--- src/sv/nra_pkg.sv ---
// ----------------------------------------------------------------------------
// nra_pkg: shared types and constants for the Newton root attractor
// Register map, outcome codes, accumulator op codes and the elaboration-time
// generator of the root-of-unity table.
// ----------------------------------------------------------------------------
package nra_pkg;

    // register indexes (byte address / 4)
    localparam logic [1:0] REG_DEGREE   = 2'd0;
    localparam logic [1:0] REG_ESC_LIM  = 2'd1;
    localparam logic [1:0] REG_ITER_CAP = 2'd2;

    // register reset values
    localparam logic [3:0] DEGREE_RST   = 4'd3;
    localparam logic [6:0] ESC_LIM_RST  = 7'd127;
    localparam logic [6:0] ITER_CAP_RST = 7'd127;

    // outcome codes
    localparam logic [1:0] OUT_CONVERGED = 2'd0;
    localparam logic [1:0] OUT_NEAR_ZERO = 2'd1;
    localparam logic [1:0] OUT_ESCAPED   = 2'd2;
    localparam logic [1:0] OUT_CAP_HIT   = 2'd3;

    // accumulator operations
    typedef logic [1:0] mac_op_t;
    localparam mac_op_t MAC_NONE = 2'd0;
    localparam mac_op_t MAC_LOAD = 2'd1;
    localparam mac_op_t MAC_ADD  = 2'd2;
    localparam mac_op_t MAC_SUB  = 2'd3;

    // symmetric saturation bound
    localparam logic signed [31:0] SAT_MAX = 32'sd2147483647;

    // Q2.30 constants for the root generator
    localparam longint unsigned HALF_PI_Q30 = 64'd1686629713;
    localparam longint          ONE_Q30     = 64'sd1073741824;

    // configuration register set
    typedef struct packed {
        logic [3:0] degree;
        logic [6:0] esc_limit;
        logic [6:0] iter_cap;
    } nra_cfg_t;

    // restoring divide, only evaluated on constants
    function automatic longint unsigned udiv64(longint unsigned a, longint unsigned b);
        longint unsigned q;
        longint unsigned r;
        q = 64'd0;
        r = 64'd0;
        for (int i = 63; i >= 0; i--)
        begin
            r = {r[62:0], a[i]};
            q = q << 1;
            if (r >= b)
            begin
                r = r - b;
                q[0] = 1'b1;
            end
        end
        return q;
    endfunction

    // clamp to [0,1] in Q2.30 and round to frac bits
    function automatic longint round_from_q30(longint v, int unsigned frac);
        longint t;
        int unsigned sh;
        sh = 30 - frac;
        t = v;
        if (t < 0)
            t = 0;
        if (t > ONE_Q30)
            t = ONE_Q30;
        return (t + (longint'(1) << (sh - 1))) >>> sh;
    endfunction

    // root k of z^d - 1 as {re, im}, Taylor series over one quadrant
    function automatic logic [63:0] make_root(int unsigned k, int unsigned d,
                                              int unsigned frac);
        longint unsigned quad;
        longint unsigned r;
        longint unsigned x;
        longint unsigned term;
        longint c;
        longint s;
        longint cr;
        longint ci;
        quad = udiv64(longint'(4 * k), longint'(d));
        r    = longint'(4 * k) - quad * longint'(d);
        x    = udiv64(HALF_PI_Q30 * r + longint'(d >> 1), longint'(d));
        term = longint'(ONE_Q30);
        c    = 0;
        s    = 0;
        for (int n = 0; n < 24; n++)
        begin
            case (n & 3)
                0: c = c + longint'(term);
                1: s = s + longint'(term);
                2: c = c - longint'(term);
                default: s = s - longint'(term);
            endcase
            term = udiv64((term * x) >> 30, longint'(n + 1));
        end
        c = round_from_q30(c, frac);
        s = round_from_q30(s, frac);
        case (quad[1:0])
            2'd0:
            begin
                cr = c;
                ci = s;
            end
            2'd1:
            begin
                cr = -s;
                ci = c;
            end
            2'd2:
            begin
                cr = -c;
                ci = -s;
            end
            default:
            begin
                cr = s;
                ci = -c;
            end
        endcase
        return {cr[31:0], ci[31:0]};
    endfunction

endpackage

--- src/sv/nra_mac.sv ---
// ----------------------------------------------------------------------------
// nra_mac: shared multiply-accumulate unit
// Registered 33x33 signed multiplier followed by a 67-bit accumulator.
// ----------------------------------------------------------------------------
module nra_mac
(
    input  logic                 clk,
    input  logic                 rst_n,
    input  logic signed [32:0]   op_a,
    input  logic signed [32:0]   op_b,
    input  nra_pkg::mac_op_t     op,
    output logic signed [65:0]   prod,
    output logic signed [66:0]   acc
);

    logic signed [65:0] prod_reg;
    logic signed [66:0] acc_reg;
    logic signed [66:0] acc_next;
    nra_pkg::mac_op_t   op_reg;

    assign prod = prod_reg;
    assign acc  = acc_reg;

    // product stage
    always_ff @(posedge clk)
    begin
        prod_reg <= op_a * op_b;
    end

    always_ff @(posedge clk or negedge rst_n)
    begin
        if (!rst_n)
            op_reg <= nra_pkg::MAC_NONE;
        else
            op_reg <= op;
    end

    // accumulate stage, registered in the cycle after the product
    always_comb
    begin
        case (op_reg)
            nra_pkg::MAC_LOAD: acc_next = {prod_reg[65], prod_reg};
            nra_pkg::MAC_ADD:  acc_next = acc_reg + {prod_reg[65], prod_reg};
            nra_pkg::MAC_SUB:  acc_next = acc_reg - {prod_reg[65], prod_reg};
            default:           acc_next = acc_reg;
        endcase
    end

    always_ff @(posedge clk)
    begin
        acc_reg <= acc_next;
    end

endmodule

--- config.mk ---
export PLATFORM = sky130hd
export DESIGN_NAME = nra_mac
export DESIGN_NICKNAME = d
export VERILOG_FILES = /design/src/sv/nra_pkg.sv /design/src/sv/nra_mac.sv
export SDC_FILE = /design/constraint.sdc
export NUM_CORES = 2
export LEC_CHECK = 0
export BUFFER_PORTS_ARGS = -buffer_cell sky130_fd_sc_hd__clkbuf_2
export CAP_MARGIN = 20
export CORE_ASPECT_RATIO = 0.9
export CORE_MARGIN = 5
export CORE_UTILIZATION = 56
export DETAILED_ROUTE_END_ITERATION = 6
export HOLD_SLACK_MARGIN = 0.1
export PLACE_DENSITY = 0.76
export SLEW_MARGIN = 10
export SYNTH_ARGS = -nofsm -noshare
export SYNTH_HDL_FRONTEND = slang
export SYNTH_SLANG_ARGS = --single-unit
--- constraint.sdc ---
create_clock -name clk -period 15.22 [get_ports clk]
set_input_delay 0.761 -clock clk [delete_from_list [all_inputs] [get_ports clk]]
set_output_delay 0.761 -clock clk [all_outputs]
set_load 0.02 [all_outputs]
-- After elaboration in Yosys (flattened, before gate mapping)
Cells that the tools add are included.
- register bits: 135
- input port bits: 70
- output and inout port bits: 133
- word-level logic and storage cells: 11
- $add $sub $neg: 2
- multipliers: 1
- equality and inequality tests: 3
- muxes and demuxes: 1
- reduce and logical (&&, ||, !) cells: 1
- operators with widths (cell ; number):
    case mux 67 bit (3 select lines) ; 1
    adder 67 bit ; 1
    subtractor 67 bit ; 1
    multiplier 33 x 33 -> 66 bit ; 1
    equality test 2 bit, second input constant ; 2
    nonzero test 3 bit ; 1
    equality test 2 x 1 -> 1 bit, second input constant ; 1

-- Depth between registers and ports, before layout
- depth in word-level cells: 2
- gate-level depth with buffers: 28
- depth with buffers taken out: 27

-- Least setup slack after synthesis
No wires, ideal clock.
- path kind: input to register
- from: input port op_a[32]
- to: register prod_reg[59] (netlist: prod[59])
- setup time: 0.072 ns
- arrival: 8.154 ns
- required time: 15.148 ns
- setup slack: 6.994 ns
- stages: 27
- path buffers: 1
- path through: clkbuf_1 -> nand2_1 -> inv_1 -> fa_1 -> inv_1 -> fa_1 -> inv_1 -> fa_1 -> inv_1 -> fa_1 -> inv_1 -> fa_1 -> fa_1 -> fa_1 -> inv_1 -> fa_1 -> inv_1 -> ha_1 -> nand3_1 -> nor2_1 -> nand2_1 -> nor3_1 -> a22oi_1 -> a21oi_1 -> nand3_1 -> a311oi_1 -> xor2_1
- word-level cells in the longest chain between the ends: 1
- ends and longest elaborated chain (item ; line ; source):
    from (decl) ; nra_mac.sv:9 ; input logic signed [32:0] op_a,
    multiplier 33 x 33 -> 66 bit ; nra_mac.sv:27 ; prod_reg <= op_a * op_b;
    to (signal assigned) ; nra_mac.sv:27 ;
    to (decl) ; nra_mac.sv:16 ; logic signed [65:0] prod_reg;
Every way passes these cells.
A chain may end at the register's enable or synchronous reset.

-- Worst setup path in the final report
- from: input port op_b[2]
- to: register prod_reg[59] (netlist: prod[59])
- word-level cells in the longest chain between the ends: 1
- ends and longest elaborated chain (item ; line ; source):
    from (decl) ; nra_mac.sv:10 ; input logic signed [32:0] op_b,
    multiplier 33 x 33 -> 66 bit ; nra_mac.sv:27 ;
Every way passes these cells.

==> flow_summary.toml <==
[clock_network]
h-tree-depth = 4
clk_latency_ns = 0.45
clk_path_buf_depth = 2
cts_tree = "yes"
root_buffer = "clkbuf_16"
cts.reportedPaths.clkPinSlew_ns = 0.07
cts-buffers-inserted = 17
cts_sinks = 135
cts_setup_buffers = 0

[cells_and_area]
drive_above_1_share_pct = 6.366
layout.nets = 6781
nFillCells = 7445
areaGrowthSynthToFinish_pct = 4.819
largest_register_ff_count = 67

[yosys]
syn_nets = 6785
synthCells = 5285
syn_area_per_cell_um2 = 9.172
synth_edf_count = 67
netlist_area_mm2 = 0.04848
ys_ff_latch = 135
ys.warnings.count = 0
ys_seq_area_share_pct = 6.979
async_reset_ff_share_pct = 1.481
synth-main-ff-cell = "edfxtp_1"
synth_cell_type_count = 79

[floorplan]
start_util_pct = 56.36
core_mm2 = 0.08602
dieHeight_um = 289.1
die_w_um = 320.1
fp-row-count = 102
pin_count = 203
die_area_mm2 = 0.09256

[sta]
fin_crit_ns = 8.962
slew-limit-headroom_pct = 30.29
fin_skew_ns = 0.01422
max_freq_mhz = 111.6
period_share_pct = 58.88
finalHoldWorstSlack_ns = 0.4191
rsz0062_at_grt = "false"
finalSetupViolCount = 0
worst_pin_slew_ns = 1.046
finalHoldViolations = 0
tns_ns = 0
finalMaxSlewViolations = 0

[placed_design]
dpl.hpwl_mm = 108.9
port_buffers = 202
gp_congestion = 0.9545

[worst_setup_path]
arrival_ns = 9.34
end_kind = "flop"
cp_max_fo = 33
path_class = "in2reg"
startpoint_type = "primary input"
required_ns = 15.59

[global_route]
grt_pass1_vias = 39460
grt_start_max_net_pins = 73
antenna_found_initial = 8
overflow = 0
grt_pass1_wl_mm = 218.4
grtUsageTotal_pct = 30.12

[worst_hold_path]
hold_class = "in2reg"

[route]
vias_per_cell = 5.647
wl_mm = 136.0
wl_per_cell_um = 21.12
drt_iter0_drc = 2920
dr.pass1.iters = 5
drc = 0
vias = 36370
postRouteAntennaNets = 0

[job]
maxCapViolCount = 0

[status]
outcome = "completed"
-- worst max-delay path, stage by stage --
cell and delay, ns:
clkbuf_2 0.41, and2_1 0.32, fa_1 0.48, inv_1 0.13, fa_1 0.51, inv_1 0.07, fa_1 0.92, inv_1 0.15
fa_1 0.93, inv_1 0.38, fa_1 0.56, fa_1 0.51, fa_1 0.49, inv_1 0.05, fa_1 0.47, inv_1 0.04
ha_1 0.37, nand3_1 0.11, nor2_1 0.13, nand2_1 0.11, nor3_1 0.19, a22oi_1 0.15, a21oi_1 0.40, nand3_1 0.15
a311oi_1 0.32, xor2_1 0.17
-- layout by cell type (no fill, tap or decap), types with 6 or more instances in the layout --
master	count
inv_1	1162
fa_1	1146
nand2_1	633
and2_1	546
ha_1	284
clkbuf_2	202
a21oi_1	162
nor2_1	139
xnor2_1	121
o21ai_0	95
xor2_1	69
edfxtp_1	67
dfxtp_1	66
a21o_1	60
mux2_2	43
nand3_1	42
and3_1	29
nor3_1	28
buf_4	28
o21bai_1	23
nand2b_1	23
a31oi_1	22
o31ai_1	21
nand4_1	20
a211oi_1	19
clkbuf_16	17
o211ai_1	16
o21a_1	15
nor4_1	15
nor2b_1	13
or3_1	11
nand3b_1	9
a21boi_0	8
or2_2	8
o41ai_1	7
a221oi_1	7
or4_1	6
a2111oi_0	6
o31a_1	6
clkinv_8	6
-- final cells by class --
type | count | area [um2] | share of cell area, %
sequential | 135 | 3385 | 6.661
multi-input combinational | 3731 | 39770 | 78.26
clock buffer | 17 | 425.4 | 0.8372
clock inverter | 15 | 181.4 | 0.3570
inverter | 1163 | 4365 | 8.591
timing repair buffer | 233 | 1250 | 2.460
antenna | 3 | 7.507 | 0.01477
tap | 1144 | 1431 | 2.817
-- layer usage --
layer  wire (um)  track usage [%]  vias up
met1       55820            41.48    18280
met4        3967            8.438        6
met5          36                0        -
li1            -                -    15890
met2       57440            44.80     1941
met3       18750            11.92      257
-- synth_stat cells (all sizes together) (67+ instances only) --
library cell,count,area [um2]
xor2,69,604.3
o21ai,99,510.5
edfxtp,67,2012
nand2,634,2387
a21oi,162,810.8
xnor2,121,1060
and2,546,3416
inv,1162,4362
ha,284,3553
nor2,139,521.8
fa,1146,22940
clkbuf,252,945.9
-- timing repair --
action                    CTS  global route
resized for setup           0             0
hold endpoints to repair    2             0
hold buffers                1             0
-- path summary, 6_finish.rpt --
path	cells past startpoint	slack [ns]	endpoint	from
setup reg to reg	16	9.05	acc[45]	prod[12]
min in group asynchronous	2	0.64	op_reg[1]	rst_n
max in group asynchronous	2	14.48	op_reg[1]	rst_n
setup / recovery	26	6.26	prod[59]	op_b[2]
hold / removal	1	0.42	op_reg[0]	op[0]
hold reg to reg	1	0.64	acc[49]	prod[49]
-- cell families after synthesis --
kind of cell / count (synthesis) / synth area share (%)
AO/OA/AOI/OAI: 516 / 6.837
XOR/XNOR: 190 / 3.433
buffers and inverters: 1419 / 10.99
AND/OR/NAND/NOR: 1549 / 16.05
flip-flops: 135 / 6.979
adder cells (fa/ha/maj): 1430 / 54.66
multiplexers: 46 / 1.061
-- per-stage QoR --
stage | setup slack [ns] | util [%] | std cells | cell area [um2]
2_1_floorplan | 6.994 | - | 5285 | 48480
3_3_place_gp | 5.895 | 58.32 | 6403 | 50170
3_5_place_dp | 5.790 | 58.33 | 6404 | 50170
4_1_cts | 6.260 | 59.05 | 6437 | 50790
5_1_grt | 5.643 | 59.07 | 6440 | 50810
6_report | 6.258 | 59.07 | 6441 | 50810
Power is left out: the tool's default activity adds up to more than one toggle a clock period on the data nets, which glitch-free logic cannot reach.
