## src/sv/nra_pkg.sv

```systemverilog
// ----------------------------------------------------------------------------
// nra_pkg: shared types and constants for the Newton root attractor
// Register map, outcome codes, accumulator op codes and the elaboration-time
// generator of the root-of-unity table.
// ----------------------------------------------------------------------------
package nra_pkg;

    // register indexes (byte address / 4)
    localparam logic [1:0] REG_DEGREE   = 2'd0;
    localparam logic [1:0] REG_ESC_LIM  = 2'd1;
    localparam logic [1:0] REG_ITER_CAP = 2'd2;

    // register reset values
    localparam logic [3:0] DEGREE_RST   = 4'd3;
    localparam logic [6:0] ESC_LIM_RST  = 7'd127;
    localparam logic [6:0] ITER_CAP_RST = 7'd127;

    // outcome codes
    localparam logic [1:0] OUT_CONVERGED = 2'd0;
    localparam logic [1:0] OUT_NEAR_ZERO = 2'd1;
    localparam logic [1:0] OUT_ESCAPED   = 2'd2;
    localparam logic [1:0] OUT_CAP_HIT   = 2'd3;

    // accumulator operations
    typedef logic [1:0] mac_op_t;
    localparam mac_op_t MAC_NONE = 2'd0;
    localparam mac_op_t MAC_LOAD = 2'd1;
    localparam mac_op_t MAC_ADD  = 2'd2;
    localparam mac_op_t MAC_SUB  = 2'd3;

    // symmetric saturation bound
    localparam logic signed [31:0] SAT_MAX = 32'sd2147483647;

    // Q2.30 constants for the root generator
    localparam longint unsigned HALF_PI_Q30 = 64'd1686629713;
    localparam longint          ONE_Q30     = 64'sd1073741824;

    // configuration register set
    typedef struct packed {
        logic [3:0] degree;
        logic [6:0] esc_limit;
        logic [6:0] iter_cap;
    } nra_cfg_t;

    // restoring divide, only evaluated on constants
    function automatic longint unsigned udiv64(longint unsigned a, longint unsigned b);
        longint unsigned q;
        longint unsigned r;
        q = 64'd0;
        r = 64'd0;
        for (int i = 63; i >= 0; i--)
        begin
            r = {r[62:0], a[i]};
            q = q << 1;
            if (r >= b)
            begin
                r = r - b;
                q[0] = 1'b1;
            end
        end
        return q;
    endfunction

    // clamp to [0,1] in Q2.30 and round to frac bits
    function automatic longint round_from_q30(longint v, int unsigned frac);
        longint t;
        int unsigned sh;
        sh = 30 - frac;
        t = v;
        if (t < 0)
            t = 0;
        if (t > ONE_Q30)
            t = ONE_Q30;
        return (t + (longint'(1) << (sh - 1))) >>> sh;
    endfunction

    // root k of z^d - 1 as {re, im}, Taylor series over one quadrant
    function automatic logic [63:0] make_root(int unsigned k, int unsigned d,
                                              int unsigned frac);
        longint unsigned quad;
        longint unsigned r;
        longint unsigned x;
        longint unsigned term;
        longint c;
        longint s;
        longint cr;
        longint ci;
        quad = udiv64(longint'(4 * k), longint'(d));
        r    = longint'(4 * k) - quad * longint'(d);
        x    = udiv64(HALF_PI_Q30 * r + longint'(d >> 1), longint'(d));
        term = longint'(ONE_Q30);
        c    = 0;
        s    = 0;
        for (int n = 0; n < 24; n++)
        begin
            case (n & 3)
                0: c = c + longint'(term);
                1: s = s + longint'(term);
                2: c = c - longint'(term);
                default: s = s - longint'(term);
            endcase
            term = udiv64((term * x) >> 30, longint'(n + 1));
        end
        c = round_from_q30(c, frac);
        s = round_from_q30(s, frac);
        case (quad[1:0])
            2'd0:
            begin
                cr = c;
                ci = s;
            end
            2'd1:
            begin
                cr = -s;
                ci = c;
            end
            2'd2:
            begin
                cr = -c;
                ci = -s;
            end
            default:
            begin
                cr = s;
                ci = -c;
            end
        endcase
        return {cr[31:0], ci[31:0]};
    endfunction

endpackage

```

## src/sv/nra_cfg.sv

```systemverilog
// ----------------------------------------------------------------------------
// nra_cfg: configuration registers
// APB-style register file for degree, escape limit and iteration cap.
// ----------------------------------------------------------------------------
module nra_cfg
(
    input  logic                 clk,
    input  logic                 rst_n,
    input  logic                 psel,
    input  logic                 penable,
    input  logic                 pwrite,
    input  logic [3:0]           paddr,
    input  logic [31:0]          pwdata,
    output logic [31:0]          prdata,
    output logic                 pready,
    output nra_pkg::nra_cfg_t    cfg
);

    nra_pkg::nra_cfg_t cfg_reg;
    nra_pkg::nra_cfg_t cfg_next;
    logic              wr_en;

    assign pready = 1'b1;
    assign wr_en  = psel && penable && pwrite;
    assign cfg    = cfg_reg;

    // register write decode
    always_comb
    begin
        cfg_next = cfg_reg;
        if (wr_en)
        begin
            case (paddr[3:2])
                nra_pkg::REG_DEGREE:   cfg_next.degree    = pwdata[3:0];
                nra_pkg::REG_ESC_LIM:  cfg_next.esc_limit = pwdata[6:0];
                nra_pkg::REG_ITER_CAP: cfg_next.iter_cap  = pwdata[6:0];
                default:               cfg_next = cfg_reg;
            endcase
        end
    end

    always_ff @(posedge clk or negedge rst_n)
    begin
        if (!rst_n)
        begin
            cfg_reg.degree    <= nra_pkg::DEGREE_RST;
            cfg_reg.esc_limit <= nra_pkg::ESC_LIM_RST;
            cfg_reg.iter_cap  <= nra_pkg::ITER_CAP_RST;
        end
        else
        begin
            cfg_reg <= cfg_next;
        end
    end

    // read mux
    always_comb
    begin
        case (paddr[3:2])
            nra_pkg::REG_DEGREE:   prdata = {28'd0, cfg_reg.degree};
            nra_pkg::REG_ESC_LIM:  prdata = {25'd0, cfg_reg.esc_limit};
            nra_pkg::REG_ITER_CAP: prdata = {25'd0, cfg_reg.iter_cap};
            default:               prdata = 32'd0;
        endcase
    end

endmodule

```

## config.mk

```make
export PLATFORM = sky130hd
export DESIGN_NAME = nra_cfg
export DESIGN_NICKNAME = d
export VERILOG_FILES = /design/src/sv/nra_pkg.sv /design/src/sv/nra_cfg.sv
export SDC_FILE = /design/constraint.sdc
export NUM_CORES = 1
export LEC_CHECK = 0
export ABC_AREA = 1
export BUFFER_PORTS_ARGS = -buffer_cell sky130_fd_sc_hd__buf_2
export CAP_MARGIN = 5
export CORE_ASPECT_RATIO = 1.2
export CORE_MARGIN = 2
export CORE_UTILIZATION = 35
export CTS_CLUSTER_DIAMETER = 120
export DETAILED_ROUTE_END_ITERATION = 10
export PLACE_DENSITY_LB_ADDON = 0.05
export SETUP_SLACK_MARGIN = 0.3
export SYNTH_ARGS = -nofsm -noshare
export SYNTH_HDL_FRONTEND = slang
export SYNTH_SLANG_ARGS = --single-unit
```

## constraint.sdc

```tcl
create_clock -name clk -period 0.8 [get_ports clk]
set_input_delay 0 -clock clk [delete_from_list [all_inputs] [get_ports clk]]
set_output_delay 0 -clock clk [all_outputs]
set_load 0.05 [all_outputs]
```

; Yosys cells after proc, flatten, opt, wreduce, memory -nomap -nowiden
; Cells that the tools add are included.
[totals]
register_bits = 18
in_bits = 41
output_inout_bits = 51
[op_classes]
n_eq_ne = 2
mux = 1
n_reduce_logical = 6
[ops]
columns = operator, count
row1 = $pmux W7 S3, 1
row2 = $reduce_and A2 Y1, 3
row3 = $eq A2 B1 Y1 const B, 1
row4 = $eq A2 B2 Y1 const B, 1
row5 = $logic_and A1 B1 Y1, 2
row6 = $logic_not A2 Y1, 1

; Logic depth before layout (Yosys ltp)
; Gate-level depths: netlist of the first run.
[depth]
ltp_word = 3
mapped_depth = 6

; Least setup slack after synthesis of the first run
; No wires, ideal clock.
[synth_timing]
kind = reg-to-output
start = register cfg_reg, in the netlist cfg[7]
end = output port prdata[0]
arrival_ns = 1.167
stages_incl_launch_ff = 3
required_time_ns = 0.800
slack_ns = -0.367
path_buffers = 0
cell_sequence = dfstp_2 -> nand2_1 -> nand3_1
[synth_via]
elab_chain_cells = 1
[synth_rtl]
columns = element, line_no
row1 = from (decl), nra_cfg.sv:19  ; nra_pkg::nra_cfg_t cfg_reg;
row2 = from (signal assigned), nra_cfg.sv:52  ; cfg_reg <= cfg_next;
row3 = $pmux W7 S3, nra_cfg.sv:59  ; case (paddr[3:2])
row4 = to (decl), nra_cfg.sv:14  ; output logic [31:0] prdata,
; No other way between the ends.

; Worst setup path after layout of the first run
[layout_timing]
start = register cfg_reg, in the netlist cfg[15]
end = output port prdata[1]
; Same word-level chain as after synthesis.

==> metrics.txt, run 1 <==
outcome=finished, violations left; failing checks=hold timing, setup timing; Initial Util=0.3628; worst reg2reg path startpoint=cfg[10]; final setup fails=37; Placed Cells=roughly 230; Max Cap Violations=0; Die Ht=65.37 µm; Residual DRC=0; ranking of synthesized cells by area=dfstp_2 38%, nand2_1 26%, buf_4 18%; Die Area=roughly 0.0036 mm²; worst setup path class=reg2out; Core Area=0.003028 mm²; top_reg_cell synth=dfstp_2; post-route cell area=0.001968 mm²; CTS H-tree depth=1; grt ovf=0; RSZ-0062 raised after global routing=true; Hold WC Path Type=in2async; Max Fanout on Critical Path=3; area leader, netlist=dfstp_2; Data arrival, critical path=1.16 ns; maximum root-to-sink buffer count=2; CTS tree=done; pin count of the biggest net entering global routing=19; Rows=22; logic gate share of total power=0.602; Post-synth EDFFs=0; startpoint types=flip-flop; Inserted Clock Buffers=3; clock share of power=0.115; vias in the first global route=a little under 1000; Cell Pwr Density=2523 mW/mm²; Static Leak=0.001016 µW; #FFs+latches synth=18; reg2reg setup slack=-0.10 ns; final cell count without fillers=247; synthesis-to-finish area growth=79.16%; gp weighted congestion=slightly above 0.7; Worst Reg-to-Reg Cells=4; mean post-synth cell area=7.682 µm²; routed vias=1025; Fillers=approximately 270; Final #Nets=roughly 250; clk slew on worst S/H paths=0.11 ns; Tot GR Track Use=0.1797; Sequential Power Share=0.284; Mapped Area=0.001099 mm²; number of synthesis warnings=0; Sw Pwr=2193 µW; Port Buffers=38; cell area after placement=0.001464 mm²; crit path capture type=primary output; share of post-route cells with drive strength above 1=0.6635; top-area cell type share of the netlist area=0.3827; RR Endpoint=cfg[10]; final setup margin=-0.3601 ns; number of DRC markers in iteration 0=7; DP HPWL=2159 µm; Post-synth top cells=77 x nand2_1, 26 x buf_4, 16 x dfstp_2; fin crit share=1.450; Max Transition Viols Final=0; vias per cell=4.150; Post-synth ARST share=1.000; peak supply drop=roughly 1.3 mV; P_int=2772 µW; switching share of power=0.4417; Synth Instances=143; initial antenna violation count=0; Hold Fails Final Rpt=36; Fin Hold WS=-0.3886 ns; Inserted Diodes=0; post-route minimum period=~1.2 ns; Worst Skew=0 ns; fmax=862.0 MHz; CTS Root Cell=clkbuf_4; Netlist cell types=15; drt wl/cell=between 10 and 15 µm; first-pass GRT wire length=around 4600 µm; Place WS=-0.1324 ns; count leader, synth=nand2_1; post-route ant nets=0; CP required=0.80 ns; Initial DRT Pass Iterations=2; IO Pins=92; DRT Wirelength=2960 µm; number of flip-flops in the largest register=18; # clock sinks=18; clk_lat worst skew=approximately 0.29 ns; DIE WIDTH=55.14 µm; sequential share of the synthesized area=0.4282
per-layer routing:
metal / share of wire / track usage / vias to the layer above
met5: 0 / 0 / -
met4: 0.014 / 0.08232 / 0
met3: 0.039 / 0.01364 / 2
met2: 0.55 / 0.3155 / 33
met1: 0.39 / 0.2137 / 476
li1: - / - / 514
power groups by stage:
stage / Sequential, µW / Combinational, µW / Clock [µW]
floorplan: 2090 / 874 / 0
global placement: 1380 / 2000 / 0
detailed placement: 1390 / 2010 / 0
CTS: 1410 / 2730 / 587
global route: 1430 / 3130 / 617
finish: 1410 / 2990 / 570
stage by stage:
step                  util  setup TNS, ns  total power (µW)
detailed placement  0.4835         -1.878              3402
floorplan                -         -2.338              2962
CTS                 0.6045         -7.877              4722
global placement    0.4835         -1.505              3375
finish              0.6500         -8.053              4965
global route        0.6500         -9.333              5169
worst max path at each step:
stage,from,to
6_report,cfg[15],prdata[1]
5_1_grt,cfg[3],prdata[3]
4_1_cts,cfg[1],prdata[1]
3_5_place_dp,cfg[0],prdata[0]
3_3_place_gp,cfg[1],prdata[1]
2_1_floorplan,cfg[0],prdata[0]
cell families (layout without fill, tap and decap cells):
kind of cell,after synthesis,in the layout,synth area share
buf+inv,31,75,0.1970
flops,18,18,0.4282
simple gates,92,92,0.3679
other cells,2,26,0.006836
layout make-up:
type / count / area (µm²) / area share
Timing Repair Buffer: 66 / 725.7 / 0.3687
Clock buffer: 4 / 36.28 / 0.01844
Tap cell: 36 / 45.04 / 0.02289
Sequential cell: 18 / 473.0 / 0.2403
Multi-Input combinational cell: 118 / 666.9 / 0.3388
Inverter: 5 / 21.27 / 0.01081
placed cells by master (no fill, tap or decap):
cell	netlist	final
buf_4	26	8
clkbuf_4	0	3
nand2_2	3	34
inv_1	3	3
nand2_1	77	41
inv_4	1	1
nand2_4	2	7
dfstp_2	16	16
nor2_1	1	1
buf_6	0	20
nor2_2	1	1
conb_1	2	26
buf_2	0	13
inv_2	1	1
nand3_2	1	1
dfrtp_2	0	2
nand3_4	0	4
clkbuf_8	0	1
nor2_4	3	3
buf_8	0	25
worst max-delay path, stage by stage (launching register included):
cell     delay [ns]
dfstp_2        0.57
nand2_2        0.07
nand3_4        0.08
buf_8          0.14
repair_timing:
action                                 in CTS  in global routing
gates resized for setup                    88                 26
endpoints found under the hold margin      36                 36
setup endpoints to repair                  43                 43
buffers inserted                            5                  7
pin swaps                                   8                 14
Note: power is estimated with default switching activity, not from simulation.
==> run 2: changes to the inputs <==
CORE_ASPECT_RATIO = default   (was 1.2)
==> run 2 against run 1 <==
Effect of this change:
- the flow still finishes with violations (hold timing, setup timing)
- cell count rose by 2.0%
- fmax shrank 0.26%
- critical path type unchanged
- clock skew did not move
- critical path depth is the same
- critical endpoint is now prdata[4]
- design area is 2.8% lower
- total power shrank 3.5%
- first-iteration DRC count grew to 2.6 times the previous value
- clock-buffer cell count stayed put
- register-to-register slack got worse by 0.05 ns
- largest power group unchanged
- die area about the same
==> metrics.txt, run 2 (synthesis gave the netlist of run 1 again) <==
Critical Path, Cell by Cell=nand2_2, nand2_4, buf_8; Tot GR Track Use=0.1635 (-0.01613); peak supply drop=1.058 mV (-20%); Initial Util=0.3628 (unchanged); routed vias=1020 (-0.49%); CP required=0.80 ns (about the same); Fin Setup TNS=-7.551 ns (+0.5012 ns); vias in the first global route=902 (-8.8%); Hold Fails Final Rpt=36 (unchanged); fin crit share=1.454 (+0.003785); Static Leak=0.0009912 µW (-2.4%); final setup fails=33 (-11%); outcome=finished, violations left; Cell Pwr Density=2505 mW/mm² (-0.70%); DRT Wirelength=2756 µm (-6.9%); worst reg2reg path startpoint=cfg[3]; cell area after placement=0.001474 mm² (+0.68%); Worst Reg-to-Reg Cells=5 (+1); Core Area=0.003028 mm² (unchanged); reg2reg setup slack=-0.15 ns (-0.05 ns); post-route minimum period=1.163 ns (+0.003028 ns); Fin Hold WS=-0.3737 ns (+0.01493 ns); # clock sinks=18 (unchanged); number of flip-flops in the largest register=18 (unchanged); CTS Root Cell=clkbuf_4; Max stage delay on crit path=0.59 ns (+0.02 ns); Total Power=4793 µW (-3.5%); clk_lat worst skew=0.29 ns (about the same); Final #Nets=250 (-1.2%); grt ovf=0 (unchanged); Place WS=-0.1204 ns (+0.01204 ns); DP HPWL=2084 µm (-3.5%); crit path capture type=primary output; Inserted Diodes=0 (unchanged); vias per cell=4.048 (-2.5%); DIE WIDTH=60.03 µm (+8.9%); Inserted Clock Buffers=3 (unchanged); first-pass GRT wire length=4319 µm (-6.1%); Max Cap Violations=0 (unchanged); post-route ant nets=0 (unchanged); final setup margin=-0.3631 ns (-0.003028 ns); fmax=859.8 MHz (-0.26%); drt wl/cell=10.94 µm (-8.7%); Crit-path slowest cell=dfstp_2; commonest non-fill, non-tap cells in the layout=47 x nand2_1, 29 x nand2_2, 26 x conb_1; Die Area=0.003603 mm² (about the same); initial antenna violation count=0 (unchanged); commonest non-fill, non-tap cell in the layout=nand2_1; Initial DRT Pass Iterations=4 (+2); CP Buf/Inv Count=1 (unchanged); Worst Skew=0 ns (unchanged); Data arrival, critical path=1.16 ns (about the same); maximum root-to-sink buffer count=2 (unchanged); gp weighted congestion=0.7544 (+6.9%); RSZ-0062 raised after global routing=true; Max Transition Viols Final=0 (unchanged); Residual DRC=0 (unchanged); synthesis-to-finish area growth=74.15%; Port Buffers=38 (unchanged); clk slew on worst S/H paths=0.11 ns (about the same); CTS H-tree depth=1 (unchanged); Crit path max-delay family=flip-flops; worst setup path class=reg2out; Rows=20 (-9.1%); Max Fanout on Critical Path=3 (unchanged); number of DRC markers in iteration 0=18 (+11); share of post-route cells with drive strength above 1=0.6298 (-0.03370); failing checks=hold timing, setup timing; startpoint types=flip-flop; RR Endpoint=cfg[3]; post-route cell area=0.001913 mm² (-2.8%); CP Depth=3 (unchanged); crit path capture=prdata[4]; Hold WC Path Type=in2async; CP startpoint=cfg[11]; IO Pins=92 (unchanged); Die Ht=60.03 µm (-8.2%); CTS tree=done; pin count of the biggest net entering global routing=19 (unchanged)
## run 2: how the worst min path moves through the flow
stage	end	slack (ns)	from	depth (start not counted)
floorplan	cfg[16]	-0.30	rst_n	0
detailed placement	cfg[16]	-0.04	rst_n	1
CTS	cfg[16]	-0.37	rst_n	1
finish	cfg[16]	-0.37	rst_n	1
global placement	cfg[16]	-0.04	rst_n	1
global route	cfg[16]	-0.37	rst_n	1
## run 2: repair_timing
item | 4_1_cts | 5_1_grt
pin swaps | 4 | 10
resized for setup | 74 | 27
hold endpoints to repair | 36 | 36
gates cloned | 0 | 0
setup buffers | 4 | 5
endpoints found under the setup margin | 43 | 43
## run 2: layer usage
| layer | global-route usage | vias to the layer above | wire length, µm |
|---|---|---|---|
| met5 | 0 | - | 0 |
| met2 | 0.2686 | 39 | 1427 |
| met4 | 0.05714 | 0 | 27 |
| met3 | 0.01299 | 2 | 121 |
| li1 | - | 508 | - |
| met1 | 0.2251 | 471 | 1179 |
## run 2: worst register-to-register path, delay by kind of cell (launching register included)
family	cells	cell delay (ns)
AND/OR/NAND/NOR	2	0.08
flip-flops	1	0.56
buffers and inverters	3	0.26
## run 2: where the power goes
group | internal (µW) | leakage (µW) | switching [µW]
registers | 1230 | 0.000190 | 185
logic | 1160 | 0.000780 | 1660
clock network | 277 | 0.0000210 | 292
total | 2660 | 0.000991 | 2130
## run 2: through the flow
step / utilization / instances
2_1_floorplan: - / 167
3_3_place_gp: 0.4868 / 239
3_5_place_dp: 0.4868 / 239
4_1_cts: 0.5893 / 247
5_1_grt: 0.6318 / 252
6_report: 0.6318 / 252
## run 2: layout make-up
class / count / area, µm²
fillers: 257 / 1115
flip-flops and latches: 18 / 473.0
multi-input cells: 118 / 646.9
clock buffers: 4 / 36.28
inverters: 5 / 21.27
well taps: 44 / 55.05
repair buffers: 63 / 680.7
==> run 3: changes to the inputs <==
SETUP_SLACK_MARGIN = 0.1   (was 0.3)
==> run 3 against run 2 <==
Effect of this change:
- the flow finishes with violations (setup timing)
- clock power shrank 2%
- first-iteration DRC count did not move
- die area stayed put
- flip-flop and latch count unchanged
- largest cell class unchanged
- via count is 2.4% higher
- critical path depth unchanged
==> metrics.txt, run 3 (synthesis gave the netlist of run 1 again) <==
peak supply drop=1.067 mV (+0.87%); maximum root-to-sink buffer count=2 (unchanged); final cell count without fillers=260 (+3.2%); Max Transition Viols Final=0 (unchanged); Residual DRC=0 (unchanged); Tot GR Track Use=0.1613 (-0.002246); final setup fails=33 (unchanged); DP HPWL=2084 µm (unchanged); first-pass GRT wire length=4271 µm (-1.1%); startpoint types=flip-flop; commonest non-fill, non-tap cell in the layout=nand2_1; RR Endpoint=cfg[3]; Inserted Diodes=0 (unchanged); DRT Wirelength=2771 µm (+0.54%); Initial DRT Pass Iterations=4 (unchanged); Worst Skew=0 ns (unchanged); met1 usage=0.2210 (-0.004043); Global Route met3 Usage=0.01299 (unchanged); grt ovf=0 (unchanged); gp weighted congestion=0.7544 (unchanged); # clock sinks=18 (unchanged); fin crit share=1.451 (-0.003080); Port Buffers=38 (unchanged); Die Area=0.003603 mm² (unchanged); routed vias=1044 (+2.4%); vias in the first global route=900 (-0.22%); clk_lat worst skew=0.28 ns (about the same); DIE WIDTH=60.03 µm (unchanged); Cell Pwr Density=2412 mW/mm² (-3.7%); GR peak layer=met2; worst reg2reg path startpoint=cfg[3]; multi-input logic area=651.9 µm² (+0.77%); pin count of the biggest net entering global routing=19 (unchanged); Max Fanout on Critical Path=3 (unchanged); Core Area=0.003028 mm² (unchanged); CTS Root Cell=clkbuf_4; Final #Nets=258 (+3.2%); CP startpoint=cfg[11]; crit path capture=prdata[4]; synthesis-to-finish area growth=82.57%; Max stage delay on crit path=0.59 ns (about the same); reg2reg setup slack=-0.15 ns (about the same); outcome=finished, violations left; Initial Util=0.3628 (unchanged); fmax=861.6 MHz (+0.21%); post-route ant nets=0 (unchanged); Crit-path slowest cell=dfstp_2; commonest non-fill, non-tap cells in the layout=45 x nand2_1, 31 x nand2_2, 26 x conb_1; post-route minimum period=1.161 ns (-0.002464 ns); grt met2 use=0.2655 (-0.003106); Data arrival, critical path=1.16 ns (about the same); Place WS=-0.1204 ns (unchanged); Max Cap Violations=0 (unchanged); Inserted Clock Buffers=3 (unchanged); Rows=20 (unchanged); Worst Reg-to-Reg Cells=5 (unchanged); clk slew on worst S/H paths=0.11 ns (about the same); number of flip-flops in the largest register=18 (unchanged); Static Leak=0.001027 µW (+3.6%); Placed Cells=239 (unchanged); Hold WC Path Type=in2reg; RSZ-0062 raised after global routing=true; Critical Path, Cell by Cell=nand2_2, nand2_4, buf_8; share of post-route cells with drive strength above 1=0.6157 (-0.01407); crit path capture type=primary output; vias per cell=4.015 (-0.80%); Fillers=247 (-3.9%); final setup margin=-0.3606 ns (+0.002464 ns); number of DRC markers in iteration 0=18 (unchanged); worst setup path class=reg2out; initial antenna violation count=0 (unchanged); CP required=0.80 ns (about the same); Core Util, Final=0.6624 (+0.03058); Die Ht=60.03 µm (unchanged); failing checks=setup timing; IO Pins=92 (unchanged); Hold Fails Final Rpt=0 (-100%); CTS H-tree depth=1 (unchanged); drt wl/cell=10.66 µm (-2.5%); Seq. cell area=473.0 µm² (unchanged); CTS tree=done
-- run 3: changes by cell type in the layout (fill, tap and decap cells not counted), sizes merged --
| cell | previous run | this run |
|---|---|---|
| dlygate4sd3 | 0 | 8 |
-- run 3: worst min-delay path by stage --
stage,start,endpoint,slack [ns],cells after the start
CTS,penable,cfg[2],0.11,5
detailed placement,rst_n,cfg[16],-0.04,1
floorplan,rst_n,cfg[16],-0.30,0
finish,penable,cfg[2],0.12,5
global placement,rst_n,cfg[16],-0.04,1
global route,penable,cfg[9],0.12,5
-- run 3: what timing repair did --
action	CTS	global route
setup buffers	4	5
setup endpoints to repair	43	43
gates resized for setup	74	31
hold buffers	8	0
endpoints found under the hold margin	36	0
pin swaps	4	12
-- run 3: metrics by stage --
stage / area (µm²) / hold WS [ns] / TNS [ns] / total power [µW]
2_1_floorplan: 1304 / -0.2956 / -2.338 / 2962
3_3_place_gp: 1474 / -0.04351 / -2.037 / 3355
3_5_place_dp: 1474 / -0.04306 / -2.224 / 3371
4_1_cts: 1864 / 0.1118 / -7.480 / 4578
5_1_grt: 2006 / 0.1172 / -8.720 / 5055
6_report: 2006 / 0.1153 / -7.441 / 4837
-- run 3: critical path, delay by kind of cell (launching register included) --
family	cells	cell delay, ns
buffers and inverters	1	0.13
and+or+nand+nor	2	0.15
DFF	1	0.59
-- run 3: power by group --
part | total [µW] | switching (µW) | internal, µW | leakage, µW
clock | 557 | 280 | 277 | 0.0000210
sequential | 1420 | 189 | 1230 | 0.000190
combinational | 2860 | 1660 | 1200 | 0.000816
total | 4840 | 2130 | 2700 | 0.00103
-- run 3: final cells by class --
class | count | share of cell area
sequential | 18 | 0.2358
clock buffer | 4 | 0.01809
timing repair buffer | 71 | 0.3830
inverter | 5 | 0.01061
tap | 44 | 0.02745
multi-input combinational | 118 | 0.3250
-- run 3: metal layers --
metal,vias up,part of all wire
li1,524,-
met1,477,0.42
met2,41,0.52
met3,2,0.045
met4,0,0.0097
met5,-,0
