--- src/sv/nra_pkg.sv ---
// ----------------------------------------------------------------------------
// nra_pkg: shared types and constants for the Newton root attractor
// Register map, outcome codes, accumulator op codes and the elaboration-time
// generator of the root-of-unity table.
// ----------------------------------------------------------------------------
package nra_pkg;

    // register indexes (byte address / 4)
    localparam logic [1:0] REG_DEGREE   = 2'd0;
    localparam logic [1:0] REG_ESC_LIM  = 2'd1;
    localparam logic [1:0] REG_ITER_CAP = 2'd2;

    // register reset values
    localparam logic [3:0] DEGREE_RST   = 4'd3;
    localparam logic [6:0] ESC_LIM_RST  = 7'd127;
    localparam logic [6:0] ITER_CAP_RST = 7'd127;

    // outcome codes
    localparam logic [1:0] OUT_CONVERGED = 2'd0;
    localparam logic [1:0] OUT_NEAR_ZERO = 2'd1;
    localparam logic [1:0] OUT_ESCAPED   = 2'd2;
    localparam logic [1:0] OUT_CAP_HIT   = 2'd3;

    // accumulator operations
    typedef logic [1:0] mac_op_t;
    localparam mac_op_t MAC_NONE = 2'd0;
    localparam mac_op_t MAC_LOAD = 2'd1;
    localparam mac_op_t MAC_ADD  = 2'd2;
    localparam mac_op_t MAC_SUB  = 2'd3;

    // symmetric saturation bound
    localparam logic signed [31:0] SAT_MAX = 32'sd2147483647;

    // Q2.30 constants for the root generator
    localparam longint unsigned HALF_PI_Q30 = 64'd1686629713;
    localparam longint          ONE_Q30     = 64'sd1073741824;

    // configuration register set
    typedef struct packed {
        logic [3:0] degree;
        logic [6:0] esc_limit;
        logic [6:0] iter_cap;
    } nra_cfg_t;

    // restoring divide, only evaluated on constants
    function automatic longint unsigned udiv64(longint unsigned a, longint unsigned b);
        longint unsigned q;
        longint unsigned r;
        q = 64'd0;
        r = 64'd0;
        for (int i = 63; i >= 0; i--)
        begin
            r = {r[62:0], a[i]};
            q = q << 1;
            if (r >= b)
            begin
                r = r - b;
                q[0] = 1'b1;
            end
        end
        return q;
    endfunction

    // clamp to [0,1] in Q2.30 and round to frac bits
    function automatic longint round_from_q30(longint v, int unsigned frac);
        longint t;
        int unsigned sh;
        sh = 30 - frac;
        t = v;
        if (t < 0)
            t = 0;
        if (t > ONE_Q30)
            t = ONE_Q30;
        return (t + (longint'(1) << (sh - 1))) >>> sh;
    endfunction

    // root k of z^d - 1 as {re, im}, Taylor series over one quadrant
    function automatic logic [63:0] make_root(int unsigned k, int unsigned d,
                                              int unsigned frac);
        longint unsigned quad;
        longint unsigned r;
        longint unsigned x;
        longint unsigned term;
        longint c;
        longint s;
        longint cr;
        longint ci;
        quad = udiv64(longint'(4 * k), longint'(d));
        r    = longint'(4 * k) - quad * longint'(d);
        x    = udiv64(HALF_PI_Q30 * r + longint'(d >> 1), longint'(d));
        term = longint'(ONE_Q30);
        c    = 0;
        s    = 0;
        for (int n = 0; n < 24; n++)
        begin
            case (n & 3)
                0: c = c + longint'(term);
                1: s = s + longint'(term);
                2: c = c - longint'(term);
                default: s = s - longint'(term);
            endcase
            term = udiv64((term * x) >> 30, longint'(n + 1));
        end
        c = round_from_q30(c, frac);
        s = round_from_q30(s, frac);
        case (quad[1:0])
            2'd0:
            begin
                cr = c;
                ci = s;
            end
            2'd1:
            begin
                cr = -s;
                ci = c;
            end
            2'd2:
            begin
                cr = -c;
                ci = -s;
            end
            default:
            begin
                cr = s;
                ci = -c;
            end
        endcase
        return {cr[31:0], ci[31:0]};
    endfunction

endpackage

--- src/sv/nra_div.sv ---
// ----------------------------------------------------------------------------
// nra_div: fixed-point quotient unit
// Signed num * 2^F / den, truncated toward zero, saturated to +-(2^31-1);
// one quotient bit per cycle by restoring division.
// ----------------------------------------------------------------------------
module nra_div
#(
    parameter int FRAC_BITS = 24
)
(
    input  logic                 clk,
    input  logic                 rst_n,
    input  logic                 start,
    input  logic signed [63:0]   num,
    input  logic [63:0]          den,
    output logic                 done,
    output logic signed [31:0]   quo
);

    localparam int SH = 31 - FRAC_BITS;

    logic               busy_reg;
    logic               busy_next;
    logic               done_reg;
    logic               done_next;
    logic [4:0]         cnt_reg;
    logic [4:0]         cnt_next;
    logic [63:0]        rem_reg;
    logic [63:0]        rem_next;
    logic [30:0]        sh_reg;
    logic [30:0]        sh_next;
    logic [30:0]        q_reg;
    logic [30:0]        q_next;
    logic               neg_reg;
    logic               neg_next;
    logic signed [31:0] quo_reg;
    logic signed [31:0] quo_next;

    logic [63:0]        mag;
    logic [63+SH:0]     den_wide;
    logic [63+SH:0]     mag_wide;
    logic [63+FRAC_BITS:0] mag_frac;
    logic [63:0]        rem_sh;
    logic [30:0]        q_step;

    assign done = done_reg;
    assign quo  = quo_reg;

    // operand magnitude and overflow test
    assign mag      = num[63] ? 64'(-num) : 64'(num);
    assign den_wide = {den, {SH{1'b0}}};
    assign mag_wide = {{SH{1'b0}}, mag};
    assign mag_frac = {mag, {FRAC_BITS{1'b0}}};
    assign rem_sh   = {rem_reg[62:0], sh_reg[30]};
    assign q_step   = {q_reg[29:0], (rem_sh >= den)};

    always_comb
    begin
        busy_next = busy_reg;
        done_next = 1'b0;
        cnt_next  = cnt_reg;
        rem_next  = rem_reg;
        sh_next   = sh_reg;
        q_next    = q_reg;
        neg_next  = neg_reg;
        quo_next  = quo_reg;
        if (start)
        begin
            neg_next = num[63];
            if (den == 64'd0)
            begin
                done_next = 1'b1;
                if (num == 64'sd0)
                    quo_next = 32'sd0;
                else if (num[63])
                    quo_next = -nra_pkg::SAT_MAX;
                else
                    quo_next = nra_pkg::SAT_MAX;
            end
            else if (mag_wide >= den_wide)
            begin
                done_next = 1'b1;
                quo_next  = num[63] ? -nra_pkg::SAT_MAX : nra_pkg::SAT_MAX;
            end
            else
            begin
                busy_next = 1'b1;
                cnt_next  = 5'd0;
                rem_next  = mag >> SH;
                sh_next   = mag_frac[30:0];
                q_next    = 31'd0;
            end
        end
        else if (busy_reg)
        begin
            // one restoring step
            rem_next = (rem_sh >= den) ? rem_sh - den : rem_sh;
            sh_next  = {sh_reg[29:0], 1'b0};
            q_next   = q_step;
            cnt_next = cnt_reg + 5'd1;
            if (cnt_reg == 5'd30)
            begin
                busy_next = 1'b0;
                done_next = 1'b1;
                quo_next  = neg_reg ? -$signed({1'b0, q_step}) : $signed({1'b0, q_step});
            end
        end
    end

    always_ff @(posedge clk or negedge rst_n)
    begin
        if (!rst_n)
        begin
            busy_reg <= 1'b0;
            done_reg <= 1'b0;
            cnt_reg  <= 5'd0;
        end
        else
        begin
            busy_reg <= busy_next;
            done_reg <= done_next;
            cnt_reg  <= cnt_next;
        end
    end

    always_ff @(posedge clk)
    begin
        rem_reg <= rem_next;
        sh_reg  <= sh_next;
        q_reg   <= q_next;
        neg_reg <= neg_next;
        quo_reg <= quo_next;
    end

endmodule

--- config.mk ---
export PLATFORM = sky130hd
export DESIGN_NAME = nra_div
export DESIGN_NICKNAME = d
export VERILOG_FILES = /design/src/sv/nra_pkg.sv /design/src/sv/nra_div.sv
export SDC_FILE = /design/constraint.sdc
export NUM_CORES = 1
export LEC_CHECK = 0
export BUFFER_PORTS_ARGS = -buffer_cell sky130_fd_sc_hd__buf_4
export CORE_MARGIN = 1
export CORE_UTILIZATION = 60
export DETAILED_ROUTE_END_ITERATION = 7
export MAX_ROUTING_LAYER = met4
export PLACE_DENSITY = 0.89
export SLEW_MARGIN = 20
export SYNTH_ARGS = -nofsm -noshare
export SYNTH_HDL_FRONTEND = slang
export SYNTH_SLANG_ARGS = --single-unit
--- constraint.sdc ---
create_clock -name clk -period 9.7 [get_ports clk]
set_input_delay 1.455 -clock clk [delete_from_list [all_inputs] [get_ports clk]]
set_output_delay 1.455 -clock clk [all_outputs]
set_load 0.03 [all_outputs]
Word-level counts from Yosys, hierarchy flattened
Cells that the tools add are included.
{"block": "word_totals", "inputBits": 131, "ff_bits": 164, "out_inout_bits": 33}
{"block": "op_classes", "n_reduce_logical": 7, "magnitude_cmp": 2, "add_sub_neg": 4, "muxes": 36, "n_eq_ne": 4}
{"cell": "63-bit 2-to-1 mux", "count": 5}
{"cell": "32-bit 2-to-1 mux", "count": 8}
{"cell": "64-bit zero test", "count": 2}
{"cell": "31-bit 2-to-1 mux", "count": 4}
{"cell": "30-bit 2-to-1 mux", "count": 4}
{"cell": "64-bit by 71-bit >= comparator with 1-bit output", "count": 1}
{"cell": "64-bit >= comparator", "count": 1}
{"cell": "64-bit 2-to-1 mux", "count": 1}
{"cell": "64-bit negator", "count": 1}
{"cell": "63-bit subtractor", "count": 1}
{"cell": "31-bit negator with 32-bit output", "count": 1}
{"cell": "5-bit 2-to-1 mux", "count": 4}
{"cell": "1-bit 2-to-1 mux", "count": 10}
{"cell": "3-bit AND reduction", "count": 2}
{"cell": "5-bit by 1-bit adder with 5-bit output, second input constant", "count": 1}
{"cell": "5-bit equality test, second input constant", "count": 1}
{"cell": "2-bit != test, second input constant", "count": 2}
{"cell": "2-bit nonzero test", "count": 2}
{"cell": "3-bit by 1-bit != test with 1-bit output, second input constant", "count": 1}
{"cell": "2-bit AND reduction", "count": 1}

Depth between registers and ports, before layout
Gate-level depths: netlist of the first run.
{"block": "logic_depth", "ltp_word": 6, "mapped_depth": 21}

Worst setup path before layout of the first run
No wires, ideal clock.
{"block": "synth_path", "path_kind": "input -> register", "from": "input port num[13]", "to": "register q_reg[0], enable pin", "setup_slack_ns": 2.757, "t_arrival_ns": 6.527, "n_path_buf": 1, "setup_time_ns": 0.417, "t_required_ns": 9.283, "cell_stages": 19, "cell_sequence": "or4_4 > or4_4 > nor3_4 > nand4_2 > nand2b_4 > or3_1 > buf_6 > o31ai_4 > xnor2_1 > ha_1 > a21o_1 > a21o_1 > a21o_1 > a21o_1 > a21oi_1 > o21ai_0 > a21oi_1 > o21a_1 > or2_2"}
{"block": "synth_via", "elab_chain_len": 5}
{"element": "start: declaration", "line_no": "nra_div.sv:14", "text": "input logic signed [63:0] num,"}
{"element": "64-bit negator", "line_no": "nra_div.sv:50", "text": "assign mag = num[63] ? 64'(-num) : 64'(num);"}
{"element": "64-bit 2-to-1 mux *", "line_no": "nra_div.sv:50"}
{"element": "64-bit by 71-bit >= comparator with 1-bit output *", "line_no": "nra_div.sv:80", "text": "else if (mag_wide >= den_wide)"}
{"element": "2-bit != test (no line) *"}
{"element": "3-bit AND reduction (no line) *"}
{"element": "end signal: assignment", "line_no": "nra_div.sv:130", "text": "q_reg <= q_next;"}
{"element": "end: declaration", "line_no": "nra_div.sv:32", "text": "logic [30:0] q_reg;"}
Mark *: on every way between the ends. The rest lies on a longest branch, timed or not.
A chain may end at the register's enable or synchronous reset.

Worst setup path after layout of the first run
{"block": "layout_path", "from": "input port num[3]", "to": "register rem_reg[38], enable pin"}
{"block": "layout_via", "elab_chain_len": 5}
{"element": "64-bit negator", "line_no": "nra_div.sv:50"}
{"element": "64-bit 2-to-1 mux *", "line_no": "nra_div.sv:50"}
{"element": "64-bit by 71-bit >= comparator with 1-bit output *", "line_no": "nra_div.sv:80"}
{"element": "2-bit != test (no line) *"}
{"element": "3-bit AND reduction (no line) *"}
{"element": "end signal: assignment", "line_no": "nra_div.sv:128", "text": "rem_reg <= rem_next;"}
{"element": "end: declaration", "line_no": "nra_div.sv:28", "text": "logic [63:0] rem_reg;"}
Marked as above.

==> results of run 1 <==
==> Yosys cell counts (29+ instances only) <==
| cell type | n | area share (%) |
|---|---|---|
| sky130_fd_sc_hd__a21o_1 | 55 | 3.1 |
| sky130_fd_sc_hd__nor2b_1 | 41 | 1.9 |
| sky130_fd_sc_hd__o31ai_1 | 32 | 1.8 |
| sky130_fd_sc_hd__inv_1 | 90 | 2.5 |
| sky130_fd_sc_hd__ha_1 | 125 | 12 |
| sky130_fd_sc_hd__nand2_1 | 172 | 4.8 |
| sky130_fd_sc_hd__nor2_1 | 128 | 3.6 |
| sky130_fd_sc_hd__a31oi_1 | 42 | 2.0 |
| sky130_fd_sc_hd__nand4_1 | 38 | 1.8 |
| sky130_fd_sc_hd__nor3_1 | 29 | 1.1 |
| sky130_fd_sc_hd__xnor2_1 | 81 | 5.3 |
| sky130_fd_sc_hd__clkbuf_1 | 52 | 1.4 |
| sky130_fd_sc_hd__a21oi_1 | 124 | 4.6 |
| sky130_fd_sc_hd__xor2_1 | 61 | 4.0 |
| sky130_fd_sc_hd__o21ai_0 | 80 | 3.0 |
| sky130_fd_sc_hd__edfxtp_1 | 133 | 30 |
==> path summary, 6_finish.rpt <==
kind,startpoint,end
max,num[3],rem_reg[38]
min,busy_reg,busy_reg
max reg2reg,rem_reg[23],quo[17]
min reg2reg,busy_reg,busy_reg
max in group asynchronous,rst_n,cnt_reg[1]
min in group asynchronous,rst_n,cnt_reg[0]
==> stage by stage <==
stage | area, um2 | power, mW
floorplan | 13470 | 1.798
global placement | 14770 | 2.123
detailed placement | 14770 | 2.152
CTS | 15360 | 2.822
global route | 15360 | 3.007
finish | 15360 | 2.862
==> per-layer routing <==
| layer | global-route usage, % | up-vias | part of all wire (%) |
|---|---|---|---|
| met5 | - | - | 0 |
| met4 | 17.38 | 0 | 5.1 |
| met3 | 5.904 | 140 | 10 |
| met2 | 56.39 | 777 | 45 |
| met1 | 46.34 | 6178 | 40 |
| li1 | - | 6105 | - |
==> cell families after synthesis <==
logic type | count (synthesis) | synth area share, %
and+or+nand+nor | 535 | 19.75
AOI/OAI and AO/OA | 472 | 22.65
buffers and inverters | 161 | 5.202
xor gates and xnor gates | 142 | 9.234
DFF | 140 | 30.96
adders and majority gates | 126 | 11.76
muxes | 6 | 0.4459
==> cell type report <==
| class | instances | area (um2) | area share [%] |
|---|---|---|---|
| inverter | 92 | 345.3 | 2.248 |
| multi-input combinational | 1281 | 8607 | 56.04 |
| timing repair buffer | 172 | 1304 | 8.488 |
| clock inverter | 15 | 158.9 | 1.035 |
| clock buffer | 17 | 425.4 | 2.770 |
| sequential | 140 | 4169 | 27.14 |
| tap | 280 | 350.3 | 2.281 |
==> where the power goes <==
group / internal (mW) / switching [mW] / total, mW / leakage, nW
combinational: 0.510 / 0.834 / 1.34 / 4.85
sequential: 0.787 / 0.0604 / 0.847 / 1.44
clock: 0.363 / 0.307 / 0.671 / 0.284
total: 1.66 / 1.20 / 2.86 / 6.57
==> results.txt, run 1 <==
----------------------------------------------------
[Run status]
  Outcome ... finished with violations
  Violated checks ... DRC

[Clocking]
  Count of instances resized after the clock tree is built ... 0
  H-Tree Level Count ... 4
  Total clock sinks ... 140
  Clock slew at the register clock pins of the worst setup and hold paths ... 0.07 ns
  Num CTS Buffers ... 17
  Largest buffer count on any clock path ... 2
  Setup Fix Bufs, Post-CTS ... 0
  CTS tree ... yes
  Hold_buf cts ... 0
  Clock Tree Root ... sky130_fd_sc_hd__clkbuf_16
  Latest clock arrival within the worst-skew pair ... 0.44 ns

[Synthesis]
  Number of unique standard cell types used by synthesis ... 76
  Share of flip-flops with an asynchronous set or reset after synthesis ... 5.000%
  Syn Std Cell Area ... 0.01347 mm2
  YS warnings ... 0
  Number of nets in the synthesized netlist ... 1,839
  Post-synthesis instance total ... 1,582
  Synthesized area per cell ... 8.513 um2
  Most frequently used flop master after synthesis ... sky130_fd_sc_hd__edfxtp_1
  Synthesis-stage register bit count ... 140
  Number of enable-type register cells in the synthesized netlist ... between 100 and 150
  Part of the Yosys area used for sequential elements ... a little under a third

[STA]
  Number of hold violations in the final report ... 0
  Final critical-path required period ... a little under 8 ns
  Final clock skew ... 0.01389 ns
  Aggregate negative setup slack ... 0 ns
  Setup repair after global routing missed its margin ... no
  Slew HR ... 22.87%
  Final Worst Setup Slack ... 1.910 ns
  Final Hold Slack ... 0.5354 ns
  Max Clk Rate ... 128.4 MHz
  Setup-failing EPs final ... 0
  Part of the cycle the worst path needs ... 80.31%
  Slew Limit Fails ... 0
  Worst slew pin tran ... 1.128 ns

[Global routing]
  Vias in the first global route ... 12,480
  Pin count of the biggest net entering global routing ... 77
  Total global-route track usage ... a little over a third
  Initial antenna violation count ... 1
  First-pass GRT wire length ... 65,000 um
  Total congestion overflow after global routing ... 0

[Setup path]
  Critical path launch point type ... input port
  Worst reg-to-reg setup slack ... 4.90 ns
  Crit path max-delay cell type ... sky130_fd_sc_hd__a2111oi_0
  Highest net fanout along the worst path ... 69
  Critical setup path kind ... in -> reg
  CP endpoint kind ... flip-flop
  Critical path buffers and inverters ... 2
  Worst endpoint data arrival time ... 7.91 ns
  Family with the most delay on the worst path ... simple AND/OR/NAND/NOR gates
  Crit-path max cell delay ... a little under 0.9 ns
  Number of gates on the worst path with buffers counted ... 19
  Required time of the critical path ... 9.82 ns
  Worst reg2reg path depth ... 12
  Most numerous cell on the critical path ... sky130_fd_sc_hd__a21o_1
  Worst path cell trace ... buf_4, or3_1, or4_1, nor4_2, nand2_1, or2_2, o41ai_1, xnor2_1, ha_1, a21o_1, a21o_1, a21oi_1, o21ai_0, a21o_1, a21o_1, a2111oi_0, o21a_1, or2_4, buf_12

[Cells and area]
  Number of nets at the end of the flow ... between 1,500 and 2,000
  Layout cell share with drive strength beyond 1 ... 13.86%
  Number of non-filler instances in the completed layout ... 1,997
  Fillcell total ... about 1,800
  Max reg flops ... 63
  Layout overhead on the synthesized area ... 14.05%
  Antenna cells ... 0
  Most frequent cells in the layout ... sky130_fd_sc_hd__nand2_1, sky130_fd_sc_hd__buf_4, sky130_fd_sc_hd__edfxtp_1, sky130_fd_sc_hd__nor2_1, sky130_fd_sc_hd__ha_1
  Layout Utilization ... 70.16%

[Routing]
  First-iteration detailed-routing DRC count ... 1,329
  Antenna viol nets, final ... 0
  Average wire per cell in the routed design ... 20.87 um
  Aggregate routed wire length ... 41,680 um
  DR vias/cell ... 6.610
  Detailed Routing Iterations Pass 1 ... 8
  Final routed DRC violation total ... 1
  Total number of vias ... 13,200

[Floorplan]
  Number of top-level pins ... 164
  Area of the placeable core ... 0.02189 mm2
  Die area ... 0.02305 mm2
  Initial standard-cell utilization of the core ... 61.52%
  Die boundary width ... 151.8 um
  Site row count ... 54
  Die span in y ... 151.8 um

[Placement]
  Last weighted congestion value of the routability-driven placer ... 1.081
  Cell total after placement ... between 1,500 and 2,000
  Post-Place Worst Slack ... 1.622 ns
  IO Port Bufs ... 163
  Detailed placement HPWL ... 31,720 um

[Power]
  Leakage power of the design ... 6.573 nW
  Power per unit of standard cell area ... 186.4 mW/mm2
  VDD IR max ... 0.1290 mV

[Worst hold path]
  Class of the tightest hold or removal check ... reg -> reg
  Cell depth of the worst hold path ... 1

[Run]
  Number of max-cap violations ... 0

----------------------------------------------------
Power figures use the tool's default switching activity.
==> run 2, diff against run 1 <==
Clock period 9.7 ns to 7.55 ns, I/O delays scaled along.
==> run 2 against run 1 <==
Compared with the run above: critical path type unchanged; largest cell class unchanged; register-to-register slack got worse by 2.4 ns; highest routed layer unchanged; the flow now finishes without violations; clock skew grew 0.0035 ns; sequential cell count did not move; design area is 0.43% higher; worst setup slack worse by 0.87 ns.
==> results.txt, run 2 (synthesis gave the netlist of run 1 again) <==
----------------------------------------------------
[Placement]
  Placed inst area ... 0.01483 mm2 (+0.39%)
  IO Port Bufs ... 163 (unchanged)
  Last weighted congestion value of the routability-driven placer ... 1.092 (+0.98%)
  Detailed placement HPWL ... 32,300 um (+1.8%)
  Cell total after placement ... 1,971 (+0.31%)
  Post-Place Worst Slack ... 0.7087 ns (-0.9137 ns)

[Routing]
  DR vias/cell ... 6.649 (+0.58%)
  Detailed-routing wirelength on met1 ... 16,540 um (-1.1%)
  First-iteration detailed-routing DRC count ... 1,598 (+20%)
  Antenna viol nets, final ... 0 (unchanged)
  Wire length on met3 ... 4386 um (+4.0%)
  Final routed DRC violation total ... 0 (-1)
  Top metal layer carrying routed signals ... met4
  Total number of vias ... 13,320 (+0.89%)
  Detailed Routing Iterations Pass 1 ... 5 (-3)
  Met2 layer wire length in the routed design ... 19,380 um (+4.1%)
  Aggregate routed wire length ... 42,470 um (+1.9%)
  Average wire per cell in the routed design ... 21.20 um (+1.6%)

[STA]
  Final Hold Slack ... 0.5086 ns (-0.02674 ns)
  Max Clk Rate ... between 150 and 200 MHz
  Number of hold violations in the final report ... 0 (unchanged)
  Slew HR ... 23.89% (+1.0 points)
  Slew Limit Fails ... 0 (unchanged)
  Setup repair after global routing missed its margin ... no
  Final critical-path required period ... 6.508 ns
  Final Worst Setup Slack ... 1.042 ns (-0.8679 ns)
  Part of the cycle the worst path needs ... 86.20%
  Worst slew pin tran ... 1.113 ns (-0.01487 ns)
  Aggregate negative setup slack ... 0 ns (unchanged)
  Final clock skew ... 0.01741 ns (+0.003517 ns)
  Setup-failing EPs final ... 0 (unchanged)

[Cells and area]
  Area of all placed cells without fillers ... 0.01543 mm2 (+0.43%)
  Most frequent cells in the layout ... sky130_fd_sc_hd__buf_4, sky130_fd_sc_hd__nand2_1, sky130_fd_sc_hd__edfxtp_1, sky130_fd_sc_hd__nor2_1, sky130_fd_sc_hd__ha_1
  Layout Utilization ... 70.47% (+0.30 points)
  Antenna cells ... 0 (unchanged)
  Most common cell after layout, fill and taps aside ... sky130_fd_sc_hd__buf_4
  Layout cell share with drive strength beyond 1 ... 14.28% (+0.42 points)
  Max reg flops ... 63 (unchanged)
  Fillcell total ... 1,749 (-0.11%)
  Number of non-filler instances in the completed layout ... 2,003 (+0.30%)
  Layout overhead on the synthesized area ... 14.54%
  Number of nets at the end of the flow ... 1,967 (+0.31%)

[Floorplan]
  Die span in y ... 151.8 um (unchanged)
  Area of the placeable core ... 0.02189 mm2 (unchanged)
  Site row count ... 54 (unchanged)
  Die area ... 0.02305 mm2 (unchanged)
  Initial standard-cell utilization of the core ... 61.52% (unchanged)
  Die boundary width ... 151.8 um (unchanged)
  Number of top-level pins ... 164 (unchanged)

[Clocking]
  H-Tree Level Count ... 4 (unchanged)
  Clock slew at the register clock pins of the worst setup and hold paths ... 0.07 ns (about the same)
  Hold_buf cts ... 0 (unchanged)
  CTS tree ... yes
  Largest buffer count on any clock path ... 2 (unchanged)
  Latest clock arrival within the worst-skew pair ... 0.44 ns (about the same)
  Count of instances resized after the clock tree is built ... 0 (unchanged)
  Num CTS Buffers ... 17 (unchanged)
  Setup Fix Bufs, Post-CTS ... 0 (unchanged)
  Total clock sinks ... 140 (unchanged)
  Clock Tree Root ... sky130_fd_sc_hd__clkbuf_16

[Setup path]
  Family with the most delay on the worst path ... compound AO/OA/AOI/OAI gates
  Worst endpoint data arrival time ... 6.60 ns (-1.31 ns)
  Crit-path max cell delay ... 0.54 ns (-0.34 ns)
  Worst path cell trace ... buf_4, or3_1, or3b_4, nor4_2, nand2_1, or2_2, o41ai_1, xnor2_1, ha_1, a21o_1, a21o_1, a21oi_1, o21ai_0, a21o_1, a21o_1, a2111oi_0, o21a_1, or2_4, buf_12
  Critical setup path kind ... in -> reg
  Most numerous cell on the critical path ... sky130_fd_sc_hd__a21o_1
  Critical path launch point type ... input port
  Crit path max-delay cell type ... sky130_fd_sc_hd__a2111oi_0
  Highest net fanout along the worst path ... 59 (-14%)
  Critical path buffers and inverters ... 2 (unchanged)
  CP endpoint kind ... flip-flop
  Required time of the critical path ... 7.64 ns (-2.18 ns)

[Power]
  Switching share of power ... 42.65% (+0.67 points)
  Gate power share ... 47.3% (+0.3 points)
  Clock group share of total power ... 23.1% (-0.3 points)
  Internal power contribution ... 2.114 mW (+27%)
  VDD IR max ... 0.1675 mV (+30%)
  Sw Pwr ... 1.572 mW (+31%)
  Power per unit of standard cell area ... 238.9 mW/mm2 (+28%)
  Leakage power of the design ... 6.609 nW (+0.55%)
  Total power of the final layout ... 3.685 mW (+29%)
  Register share of total power ... 29.6% (about the same)

[Run]
  Number of max-cap violations ... 0 (unchanged)

[Global routing]
  Total congestion overflow after global routing ... 0 (unchanged)
  Total global-route track usage ... 37.30% (+0.93 points)
  Vias in the first global route ... 12,500 (+0.18%)
  First-pass GRT wire length ... 66,250 um (+1.9%)
  Pin count of the biggest net entering global routing ... 77 (unchanged)
  Initial antenna violation count ... 0 (-1)

[Run status]
  Outcome ... complete, no violations

[Worst hold path]
  Class of the tightest hold or removal check ... in -> async

----------------------------------------------------
[run 2: worst paths after layout]
kind	slack, ns	start	to	depth (start not counted)
max in group asynchronous	6.90	rst_n	busy_reg	1
hold / removal	0.51	rst_n	done	1
hold reg to reg	0.53	busy_reg	busy_reg	1
min in group clk	0.53	busy_reg	busy_reg	1
setup reg to reg	2.49	rem_reg[16]	quo[20]	14
setup / recovery	1.04	num[3]	rem_reg[33]	19
[run 2: final cells by class]
class | count | area, um2 | area share [%]
clock inverters | 15 | 168.9 | 1.095
clock buffers | 17 | 425.4 | 2.758
flip-flops and latches | 140 | 4169 | 27.03
multi-input cells | 1281 | 8606 | 55.79
well taps | 280 | 350.3 | 2.271
repair buffers | 178 | 1361 | 8.825
inverters | 92 | 345.3 | 2.239
[run 2: power by group through the flow]
| stage | Sequential [mW] | Combinational [mW] | Clock, mW |
|---|---|---|---|
| floorplan | 1.10 | 1.21 | 0 |
| global placement | 1.10 | 1.63 | 0 |
| detailed placement | 1.10 | 1.66 | 0 |
| CTS | 1.09 | 1.69 | 0.851 |
| global route | 1.10 | 1.88 | 0.889 |
| finish | 1.09 | 1.74 | 0.852 |
[run 2: layer usage]
metal	up-vias	track usage, %
met5	-	-
li1	6121	-
met4	0	18.71
met2	819	57.27
met3	129	5.248
met1	6248	48.18
[run 2: worst register-to-register path: cells and delay by family, from the launching register on]
family                   cells  cell delay [ns]
adder cells (fa/ha/maj)      2             0.86
AND/OR/NAND/NOR              2             0.38
XOR/XNOR                     1             0.18
buffers and inverters        1             0.47
flip-flops                   1             0.41
AO/OA/AOI/OAI                8             2.48
